## src/rtl/core/wpm_pkg.sv

```systemverilog
// wpm_pkg: shared types and constants of the wildcard pattern matcher
package wpm_pkg;

   // request codes as they arrive on req_type
   typedef enum logic [1:0] {
      CMD_CLEAR  = 2'd0,
      CMD_APPEND = 2'd1,
      CMD_BEGIN  = 2'd2,
      CMD_TEXT   = 2'd3
   } cmd_type;

   localparam logic [7:0] SYM_STAR  = 8'h2A;
   localparam logic [7:0] SYM_QUEST = 8'h3F;

   // decoupling queue between front and back
   localparam int QDEPTH = 4;
   localparam int QPTR_W = 2;
   localparam int QCNT_W = 3;

   // classified transaction handed from front to back
   typedef struct packed {
      cmd_type    cmd;
      logic [7:0] symbol;
      logic       is_star;
      logic       is_quest;
      logic       has_rsp;
   } item_type;

endpackage

```

## src/rtl/core/wpm_front.sv

```systemverilog
// wpm_front: input register that accepts and classifies request transactions
module wpm_front (
   input  logic              clock,
   input  logic              reset,
   input  logic              req_valid,
   output logic              req_stall,
   input  logic [1:0]        req_type,
   input  logic [7:0]        req_symbol,
   output logic              item_valid,
   output wpm_pkg::item_type item,
   input  logic              item_ready
);
   import wpm_pkg::*;

   logic     fv_ff, fv_in;
   item_type item_ff, item_in;
   logic     load;

   assign req_stall  = fv_ff && !item_ready;
   assign load       = req_valid && !req_stall;
   assign item_valid = fv_ff;
   assign item       = item_ff;

   // decode the request
   always_comb begin
      item_in.cmd      = cmd_type'(req_type);
      item_in.symbol   = req_symbol;
      item_in.is_star  = (req_symbol == SYM_STAR);
      item_in.is_quest = (req_symbol == SYM_QUEST);
      case (item_in.cmd)
         CMD_BEGIN: item_in.has_rsp = 1'b1;
         CMD_TEXT:  item_in.has_rsp = 1'b1;
         default:   item_in.has_rsp = 1'b0;
      endcase
   end

   always_comb begin
      if (!fv_ff || item_ready) begin
         fv_in = req_valid;
      end else begin
         fv_in = fv_ff;
      end
   end

   always_ff @(posedge clock) begin
      if (reset) begin
         fv_ff <= 1'b0;
      end else begin
         fv_ff <= fv_in;
      end
   end

   always_ff @(posedge clock) begin
      if (load) begin
         item_ff <= item_in;
      end
   end

endmodule

```

## src/rtl/core/wpm_queue.sv

```systemverilog
// wpm_queue: short fifo between front and back
module wpm_queue (
   input  logic              clock,
   input  logic              reset,
   input  logic              in_valid,
   input  wpm_pkg::item_type in_item,
   output logic              in_ready,
   output logic              out_valid,
   output wpm_pkg::item_type out_item,
   input  logic              out_ready
);
   import wpm_pkg::*;

   item_type            mem_ff [QDEPTH];
   logic [QPTR_W-1:0]   wr_ptr_ff, wr_ptr_in;
   logic [QPTR_W-1:0]   rd_ptr_ff, rd_ptr_in;
   logic [QCNT_W-1:0]   count_ff, count_in;
   logic                push, pop;

   assign in_ready  = (count_ff < QCNT_W'(QDEPTH));
   assign out_valid = (count_ff != '0);
   assign out_item  = mem_ff[rd_ptr_ff];
   assign push      = in_valid && in_ready;
   assign pop       = out_valid && out_ready;

   always_comb begin
      wr_ptr_in = push ? wr_ptr_ff + 1'b1 : wr_ptr_ff;
      rd_ptr_in = pop ? rd_ptr_ff + 1'b1 : rd_ptr_ff;
      case ({push, pop})
         2'b10:   count_in = count_ff + 1'b1;
         2'b01:   count_in = count_ff - 1'b1;
         default: count_in = count_ff;
      endcase
   end

   always_ff @(posedge clock) begin
      if (reset) begin
         wr_ptr_ff <= '0;
         rd_ptr_ff <= '0;
         count_ff  <= '0;
      end else begin
         wr_ptr_ff <= wr_ptr_in;
         rd_ptr_ff <= rd_ptr_in;
         count_ff  <= count_in;
      end
   end

   always_ff @(posedge clock) begin
      if (push) begin
         mem_ff[wr_ptr_ff] <= in_item;
      end
   end

endmodule

```

## src/rtl/core/wpm_back.sv

```systemverilog
// wpm_back: pattern cells, match row update and result register
module wpm_back #(
   parameter int MAX_PATTERN = 128
) (
   input  logic              clock,
   input  logic              reset,
   input  logic              item_valid,
   input  wpm_pkg::item_type item,
   output logic              item_ready,
   output logic              rsp_valid,
   input  logic              rsp_stall,
   output logic              rsp_matched,
   output logic              rsp_overflowed
);
   import wpm_pkg::*;

   localparam int N   = MAX_PATTERN + 1;
   localparam int LVL = $clog2(N);

   // pattern cells
   logic [7:0]             sym_ff [MAX_PATTERN];
   logic [MAX_PATTERN-1:0] active_ff, active_in;
   logic [MAX_PATTERN-1:0] star_ff, star_in;
   logic [MAX_PATTERN-1:0] quest_ff, quest_in;
   logic [MAX_PATTERN-1:0] wr_en, hit;
   logic                   ovf_ff, ovf_in;
   logic                   full;

   // match row and its scan
   logic [N-1:0] row_ff, row_in;
   logic [N-1:0] last_oh;
   logic [N-1:0] adv_g, adv_p, rst_g, rst_p;
   logic [N-1:0] sg, sp;
   logic         do_restart;

   // result register
   logic rsp_valid_ff, rsp_valid_in;
   logic matched_ff, ovf_out_ff;
   logic pop;

   assign item_ready     = !rsp_valid_ff || !rsp_stall;
   assign pop            = item_valid && item_ready;
   assign rsp_valid      = rsp_valid_ff;
   assign rsp_matched    = matched_ff;
   assign rsp_overflowed = ovf_out_ff;

   // one-hot of the current length; its low part is the next free cell
   assign last_oh = {active_ff, 1'b1} & ~{1'b0, active_ff};
   assign full    = active_ff[MAX_PATTERN-1];

   always_comb begin
      wr_en     = '0;
      active_in = active_ff;
      ovf_in    = ovf_ff;
      case (item.cmd)
         CMD_CLEAR: begin
            active_in = '0;
            ovf_in    = 1'b0;
         end
         CMD_APPEND: begin
            wr_en     = last_oh[MAX_PATTERN-1:0];
            active_in = active_ff | last_oh[MAX_PATTERN-1:0];
            ovf_in    = ovf_ff | full;
         end
         default: begin
            wr_en = '0;
         end
      endcase
      if (!pop) begin
         wr_en     = '0;
         active_in = active_ff;
         ovf_in    = ovf_ff;
      end
   end

   assign star_in  = (star_ff & ~wr_en) | (wr_en & {MAX_PATTERN{item.is_star}});
   assign quest_in = (quest_ff & ~wr_en) | (wr_en & {MAX_PATTERN{item.is_quest}});

   always_comb begin
      for (int k = 0; k < MAX_PATTERN; k++) begin
         hit[k] = quest_ff[k] | (sym_ff[k] == item.symbol);
      end
   end

   // per entry generate and propagate terms
   assign adv_p = {active_ff & star_ff, 1'b0};
   assign adv_g = {active_ff, 1'b0}
                & (({star_ff, 1'b0} & row_ff)
                 | (~{star_ff, 1'b0} & {hit, 1'b0} & {row_ff[N-2:0], 1'b0}));
   assign rst_g = N'(1);
   assign rst_p = {active_in & star_in, 1'b0};
   assign do_restart = (item.cmd != CMD_TEXT);

   // log-depth segmented or-scan along runs of stars
   always_comb begin
      sg = do_restart ? rst_g : adv_g;
      sp = do_restart ? rst_p : adv_p;
      for (int l = 0; l < LVL; l++) begin
         sg = sg | (sp & (sg << (1 << l)));
         sp = sp & (sp << (1 << l));
      end
   end

   always_comb begin
      if (pop && !(item.cmd == CMD_APPEND && full)) begin
         row_in = sg;
      end else begin
         row_in = row_ff;
      end
   end

   always_comb begin
      if (pop) begin
         rsp_valid_in = item.has_rsp;
      end else if (!rsp_stall) begin
         rsp_valid_in = 1'b0;
      end else begin
         rsp_valid_in = rsp_valid_ff;
      end
   end

   always_ff @(posedge clock) begin
      if (reset) begin
         active_ff    <= '0;
         ovf_ff       <= 1'b0;
         row_ff       <= N'(1);
         rsp_valid_ff <= 1'b0;
      end else begin
         active_ff    <= active_in;
         ovf_ff       <= ovf_in;
         row_ff       <= row_in;
         rsp_valid_ff <= rsp_valid_in;
      end
   end

   always_ff @(posedge clock) begin
      star_ff  <= star_in;
      quest_ff <= quest_in;
      for (int k = 0; k < MAX_PATTERN; k++) begin
         if (wr_en[k]) begin
            sym_ff[k] <= item.symbol;
         end
      end
      if (pop && item.has_rsp) begin
         matched_ff <= |(sg & last_oh);
         ovf_out_ff <= ovf_in;
      end
   end

`ifndef SYNTHESIS
   a_row_above_length_zero: assert property (@(posedge clock) disable iff (reset)
      (row_ff & ~{active_ff, 1'b1}) == '0)
      else $error("match row set above pattern length");

   a_active_thermometer: assert property (@(posedge clock) disable iff (reset)
      ((active_ff + 1'b1) & active_ff) == '0)
      else $error("pattern cells not filled from the bottom");

   a_overflow_cause: assert property (@(posedge clock) disable iff (reset)
      $rose(ovf_ff) |-> $past(pop && item.cmd == CMD_APPEND && full))
      else $error("overflow set without an append to a full pattern");

   a_full_append_keeps_row: assert property (@(posedge clock) disable iff (reset)
      (pop && item.cmd == CMD_APPEND && full) |=> $stable(row_ff) && $stable(active_ff))
      else $error("dropped append changed the pattern or match row");
`endif

endmodule

```

## src/rtl/core/wildcard_pattern_matcher.sv

```systemverilog
// wildcard_pattern_matcher: streaming '*' / '?' wildcard matcher, top level
//
//   channel | direction | handshake              | payload
//   --------+-----------+------------------------+--------------------------------
//   req     | in        | req_valid / req_stall  | req_type[1:0], req_symbol[7:0]
//   rsp     | out       | rsp_valid / rsp_stall  | rsp_matched, rsp_overflowed
//
// one transaction per cycle sustained without rsp_stall; every match row entry updates in
// the same cycle, with a log2(MAX_PATTERN+1) level or-scan carrying runs of stars
// an accepted req passes the front register, the queue, then the result register to rsp
// clear and append produce no rsp transaction; begin and text produce one
// reset clears fill mask and queue, sets match row to entry 0; cells need no clearing pass
// rsp_stall backs up the result register, then the queue, then req_stall
module wildcard_pattern_matcher #(
   parameter int MAX_PATTERN = 128
) (
   input  logic       clock,
   input  logic       reset,
   input  logic       req_valid,
   output logic       req_stall,
   input  logic [1:0] req_type,
   input  logic [7:0] req_symbol,
   output logic       rsp_valid,
   input  logic       rsp_stall,
   output logic       rsp_matched,
   output logic       rsp_overflowed
);
   import wpm_pkg::*;

   // front to queue
   item_type front_item;
   logic     front_valid;
   logic     front_ready;

   // queue to back
   item_type back_item;
   logic     back_valid;
   logic     back_ready;

   // front: register and decode each request transaction
   wpm_front u_front (
      .clock      (clock),
      .reset      (reset),
      .req_valid  (req_valid),
      .req_stall  (req_stall),
      .req_type   (req_type),
      .req_symbol (req_symbol),
      .item_valid (front_valid),
      .item       (front_item),
      .item_ready (front_ready)
   );

   // queue: lets the front keep accepting while the result side is stalled
   wpm_queue u_queue (
      .clock     (clock),
      .reset     (reset),
      .in_valid  (front_valid),
      .in_item   (front_item),
      .in_ready  (front_ready),
      .out_valid (back_valid),
      .out_item  (back_item),
      .out_ready (back_ready)
   );

   // back: pattern cells, match row and the result register
   wpm_back #(
      .MAX_PATTERN (MAX_PATTERN)
   ) u_back (
      .clock          (clock),
      .reset          (reset),
      .item_valid     (back_valid),
      .item           (back_item),
      .item_ready     (back_ready),
      .rsp_valid      (rsp_valid),
      .rsp_stall      (rsp_stall),
      .rsp_matched    (rsp_matched),
      .rsp_overflowed (rsp_overflowed)
   );

endmodule
```

## config.mk

```make
export PLATFORM = sky130hd
export DESIGN_NAME = wildcard_pattern_matcher
export DESIGN_NICKNAME = d
export VERILOG_FILES = /design/src/rtl/core/wpm_pkg.sv /design/src/rtl/core/wpm_front.sv /design/src/rtl/core/wpm_queue.sv /design/src/rtl/core/wpm_back.sv /design/src/rtl/core/wildcard_pattern_matcher.sv
export SDC_FILE = /design/constraint.sdc
export NUM_CORES = 2
export LEC_CHECK = 0
export BUFFER_PORTS_ARGS = -buffer_cell sky130_fd_sc_hd__buf_2
export CORE_AREA = 2 2 525 370
export CTS_CLUSTER_DIAMETER = 50
export DETAILED_ROUTE_END_ITERATION = 8
export DIE_AREA = 0 0 527 372
export MAX_ROUTING_LAYER = met4
export PLACE_DENSITY = 0.59
export REMOVE_ABC_BUFFERS = 1
export SYNTH_ARGS = -nofsm -noshare
export SYNTH_HDL_FRONTEND = slang
export SYNTH_SLANG_ARGS = --single-unit
```

## constraint.sdc

```tcl
create_clock -name clock -period 7.65 [get_ports clock]
set_clock_uncertainty 0.15 [all_clocks]
set_input_delay 0 -clock clock [delete_from_list [all_inputs] [get_ports clock]]
set_output_delay 0 -clock clock [all_outputs]
set_load 0.02 [all_outputs]
```

---- Word-level counts from Yosys, hierarchy flattened ----
Memory sizes are Yosys's and may differ from the RTL's. A register that Yosys moved wholly into a read port is not among the register bits.
Index checks and enable logic that the tools add are counted.
cells by class
  order comparisons ....................... 1
  reductions and logical operators ........ 84
  shift-type cells ........................ 0
  equality and inequality tests ........... 137
  multiply operators ...................... 0
  mux-type cells .......................... 464
  $add $sub $neg .......................... 4
  bitwise gates (word level) .............. 171
  div/mod/pow operators ................... 0
operator list
  cell                                           number
  AND 129 bit                                    21
  OR 129 bit                                     9
  == test 8 bit                                  128
  AND 128 bit                                    6
  2-to-1 mux 8 bit                               64
  OR reduction 8 bit                             64
  2-to-1 mux 7 bit                               64
  2-to-1 mux 128 bit                             3
  OR 128 bit                                     3
  2-to-1 mux 1 bit                               326
  2-to-1 mux 129 bit                             2
  case mux 128 bit (2 select lines)              1
  NOT 128 -> 129 bit                             1
  NOT 129 bit                                    1
  OR 1 bit                                       129
  OR reduction 129 bit                           1
  NOT 128 bit                                    1
  == test 8 x 6 -> 1 bit, second input constant  2
  logical AND 1 bit                              7
  == test 2 bit, second input constant           3
  logical NOT 1 bit                              6
  case mux 3 bit (2 select lines)                1
  adder 2 x 1 -> 2 bit, second input constant    2
  == test 2 x 1 -> 1 bit, second input constant  2
  12 further kinds                               14
storage, ports and cells
  latch bits .............................. 0
  ROM bits ................................ 0
  bits in writable memories ............... 1,076
  register bits after elaboration ......... 538
  memories kept ........................... 2
  bits of input ports ..................... 14
  logic and storage cells ................. 880
memory list
  name            depth  width  read ports  clocked after Yosys merged registers in  write ports  line             source
  u_back.sym_ff   128    8      128         0                                        64           wpm_back.sv:21   logic [7:0] sym_ff [MAX_PATTERN];
  u_queue.mem_ff  4      13     1           1                                        1            wpm_queue.sv:14  item_type mem_ff [QDEPTH];

---- Depth between registers and ports, before layout ----
  word-level depth ........................ 27
  depth in mapped cells ................... 25
  mapped depth without buffers ............ 18

---- Hierarchy ----
A second synthesis with hierarchy kept.
unflattened totals
  cell total of the unflattened synthesis .. 7,105
  area, all modules ....................... 80,392.1 um^2
by module, submodules not included
  module     instances  cells an instance  area each (um^2)  seq. area each (um^2)
  wpm_back   1          6,965              77,581.9          42,400.7
  wpm_queue  1          117                2,338.5           1,741.7
  wpm_front  1          23                 471.7             410.4

---- Least setup slack after synthesis ----
Ideal clock, no wire load.
  path kind ............................... register -> register
  from .................................... register (tool-made name)
  to ...................................... register u_back.matched_ff (netlist: u_back.rsp_matched), data pin
  path slack .............................. 1.282 ns
  data required time ...................... 7.228 ns
  cell stages (with the launch flop) ...... 24
  arrival ................................. 5.946 ns
  setup time .............................. 0.272 ns
  path through ............................ dfxtp_1 > buf_6 > buf_12 > mux4_2 > buf_6 > buf_4 > buf_4 > buf_4 > buf_2 > xor2_1 > nor4_1 > a31oi_1 > o211ai_1 > a31oi_1 > nand2_1 > a21oi_1 > o22a_1 > nand4_1 > or4_1 > nor3_1 > nand3_1 > or4_1 > or4_1 > or4_1
RTL lines
  item                  line             source
  to (signal assigned)  wpm_back.sv:145  matched_ff <= |(sg & last_oh);
  to (decl)             wpm_back.sv:38   logic matched_ff, ovf_out_ff;

==> impl_metrics.yaml <==
run_status:
  status: "finished, violations left"
  violations: "capacitance limit, slew limit, setup timing"
placement:
  hpwl_um: 268000
  place.gp.congestion: 1.13
  io_buffers: 17
synthesis:
  synth_common_cells: "1219 x edfxtp_1, 936 x xnor2_1, 643 x nor2_1, 616 x nand2_1, 488 x a21oi_1"
  async_flop_share_pct: 0
  synthTopCellsByArea: "edfxtp_1 45%, xnor2_1 10%, dfxtp_1 9.7%"
  avgSynthCellArea_um2: 10.9
  synth.most_common_cell: "edfxtp_1"
  synth-main-ff-cell: "edfxtp_1"
  syn_inst: 7528
  synth_top_area_cell: "edfxtp_1"
  yosysUniqueCellTypes: 125
  syn_area_mm2: 0.0818
  synth_edf_count: 1219
  synth_seq_cells: 1616
  synth_warnings: 0
  synth_top_area_share_pct: 44.7
  yosysSeqAreaShare_pct: 54.5
sta:
  max_freq_mhz: 129
  period_needed_ns: 7.76
  rsz0062_at_grt: "false"
  tightest_slew_ns: 1.63
  maxSlewHeadroom_pct: -9.53
  holdWs_ns: 0.110
  slew_viol_final: 8
  hold_viol: 0
  setup_viol: 3
  post-route-worst-setup-slack_ns: -0.111
  period_share_pct: 101
worst_setup_path:
  timing.rr.end: "u_back.rsp_matched"
  required_ns: 8.18
  path_class: "reg2reg"
  cpPeakStageDelay_ns: 0.95
  startpoint_type: "flip-flop"
  crit_chain: "buf_12 > mux4_4 > buf_12 > buf_4 > xnor2_1 > nand4_1 > o41ai_1 > a21oi_1 > o21ai_0 > a32oi_1 > and2_1 > o31ai_2 > o21ai_2 > nor4b_2 > nor2_1 > o21ai_2 > a21oi_1 > o32a_1 > nand3_1 > or4_1"
  endpoint_kind: "flip-flop"
  r2r_setup_slack_ns: -0.11
  worstPathArrival_ns: 8.29
  crit_slowest_cell: "o41ai_1"
  reg2reg_depth: 20
  endpoint: "u_back.rsp_matched"
  critPathMaxFanout: 33
global_route:
  grt_pass1_wl_um: 482000
  grt_max_degree: 113
  grt_remaining_overflow: 0
  grt_most_used_layer: "met1"
  grt_pass1_vias: 60000
  antenna_found_initial: 34
  grtUsageTotal_pct: 35.9
  groute.layer.met3.usage_pct: 9.36
  met1_usage_pct: 59.0
  gr-usage-met2_pct: 42.2
final_layout:
  layout.area.seq_mm2: 0.0446
  n_fill_cell: 17400
  drive_gt1_share_pct: 14.7
  multi_input_area_mm2: 0.0350
  layout.nets: 8070
  final_util_pct: 49.6
  syn_to_final_growth_pct: 16.3
power_and_ir_drop:
  p_comb_share_pct: 32.5
  power_switching_mw: 10.4
  power.leakage_nw: 30.5
  total_power_mw: 28.8
  p_sw_share_pct: 36.1
  irDropWorstVdd_mv: 0.276
  clock_power_share_pct: 30.0
  internal_power_mw: 18.4
  power_density_mw_per_mm2: 303
  p_seq_share_pct: 37.5
clock_network:
  clockRootBuffer: "clkbuf_16"
  htreeDepth: 4
  clockBufferDepth: 4
  cts_tree: "yes"
  clock-sinks: 1616
  clk_latency_ns: 0.86
  cts_inserted_buffers: 181
  clk_pin_slew_ns: 0.06
min_path:
  hold_path_class: "in2reg"
  hp-start: "reset"
floorplanning:
  io_pins: 18
  design.core.area_mm2: 0.192
  die_w_um: 527
  core.rowCount: 135
  dieHeight_um: 372
  start_util_pct: 42.6
  die_area_mm2: 0.196
detailed_routing:
  vias: 66300
  drc: 0
  ant_nets: 0
  drtIter0Drc: 9956
  viasPerCell: 6.17
  routed_wl_um: 350000
  drtPass1Iterations: 6
  wl_per_cell_um: 32.6
flow_run:
  drv_cap: 3
==> power groups by stage <==
stage | Sequential (mW) | Clock [mW] | Combinational (mW)
final | 10.8 | 8.65 | 9.36
after global routing | 10.8 | 9.11 | 9.87
after CTS | 10.8 | 8.76 | 9.26
after detailed placement | 11.0 | 0 | 9.16
after global placement | 11.0 | 0 | 9.08
after floorplan | 11.2 | 0 | 5.56
==> how the worst min path moves through the flow <==
stage	to	slack (ns)	depth (start not counted)
3_5_place_dp	u_front.item[11]	0.04	1
3_3_place_gp	u_front.item[11]	0.03	1
5_1_grt	u_queue.wr_ptr_ff[0]	0.08	3
2_1_floorplan	u_back.row_ff[124]	-0.08	1
4_1_cts	u_queue.rd_ptr_ff[0]	0.005	3
6_report	u_back.row_ff[7]	0.11	3
==> logic make-up (layout without fill, tap and decap cells) <==
kind of cell | after synthesis | after routing | share of synthesized area, %
XOR/XNOR | 1049 | 1049 | 11.2
multiplexers | 96 | 97 | 1.47
flip-flops | 1616 | 1616 | 54.5
adder cells (fa/ha/maj) | 6 | 6 | 0.101
buffers and inverters | 466 | 1131 | 3.22
AO/OA/AOI/OAI | 1659 | 1659 | 13.3
AND/OR/NAND/NOR | 2636 | 2636 | 16.2
other | 0 | 13 | 0
==> area by class of cell <==
class | instances | share of cell area [%]
Sequential cell | 1616 | 46.8
Multi-Input combinational cell | 5447 | 36.8
Timing Repair Buffer | 743 | 6.66
Clock buffer | 241 | 5.18
Tap cell | 2534 | 3.33
Clock inverter | 86 | 0.889
Inverter | 61 | 0.243
Antenna cell | 13 | 0.0342
==> placed cells by master (no fill, tap or decap), types with 112 or more instances in the layout <==
cell	n
buf_4	637
nor2_1	640
a21oi_1	484
xnor2_1	936
nand2_1	616
nor3_1	144
o21ai_0	335
edfxtp_1	1219
nand3_1	190
clkbuf_16	183
dfxtp_1	395
nand4_1	268
xor2_1	112
nand2b_1	221
==> registers in the layout (all words and copies together), names as in the netlist, named ones only <==
| register | flops |
|---|---|
| u_queue.count_ff | 3 |
| u_back.rsp_overflowed | 1 |
| u_queue.rd_ptr_ff | 2 |
| u_front.item_valid | 1 |
| u_back.row_ff | 129 |
| u_back.active_ff | 128 |
| u_back.rsp_matched | 1 |
| u_back.rsp_valid | 1 |
| u_back.star_ff | 128 |
| u_queue.wr_ptr_ff | 2 |
| u_back.ovf_ff | 1 |
| u_front.item | 13 |
| u_back.sym_ff | 1024 |
| u_queue.mem_ff | 52 |
==> layer usage <==
layer | wire length, um | vias to the layer above
met3 | 40400 | 387
met4 | 6530 | 0
li1 | - | 28900
met2 | 125000 | 3461
met5 | 0 | -
met1 | 179000 | 33500
==> per-stage QoR <==
stage | instances | instance area, um^2 | TNS [ns] | worst slack [ns]
global placement | 10400 | 88700 | -2.03 | -0.511
finish | 10700 | 95100 | -0.225 | -0.111
CTS | 10700 | 94900 | 0 | 0.0209
detailed placement | 10400 | 88800 | -0.294 | -0.294
global route | 10700 | 95100 | 0 | 0.0194
floorplan | 7123 | 79400 | -729.66 | -4.40
==> worst max-delay path, delay by kind of cell (launching register included) <==
kind / cells / cell delay (ns)
mux: 1 / 0.80
compound gates: 9 / 3.94
buf+inv: 3 / 0.73
simple gates: 6 / 1.34
flops: 1 / 0.38
xor+xnor: 1 / 0.17
==> timing repair <==
item / CTS / global route
resized for setup: 9 / 32
buffers inserted: 5 / 5
pin swaps: 0 / 3
hold buffers: 26 / 0
endpoints found under the hold margin: 92 / 0
cloned: 1 / 0
setup endpoints to repair: 1 / 3
No activity file was read; power rests on OpenSTA's default activity.
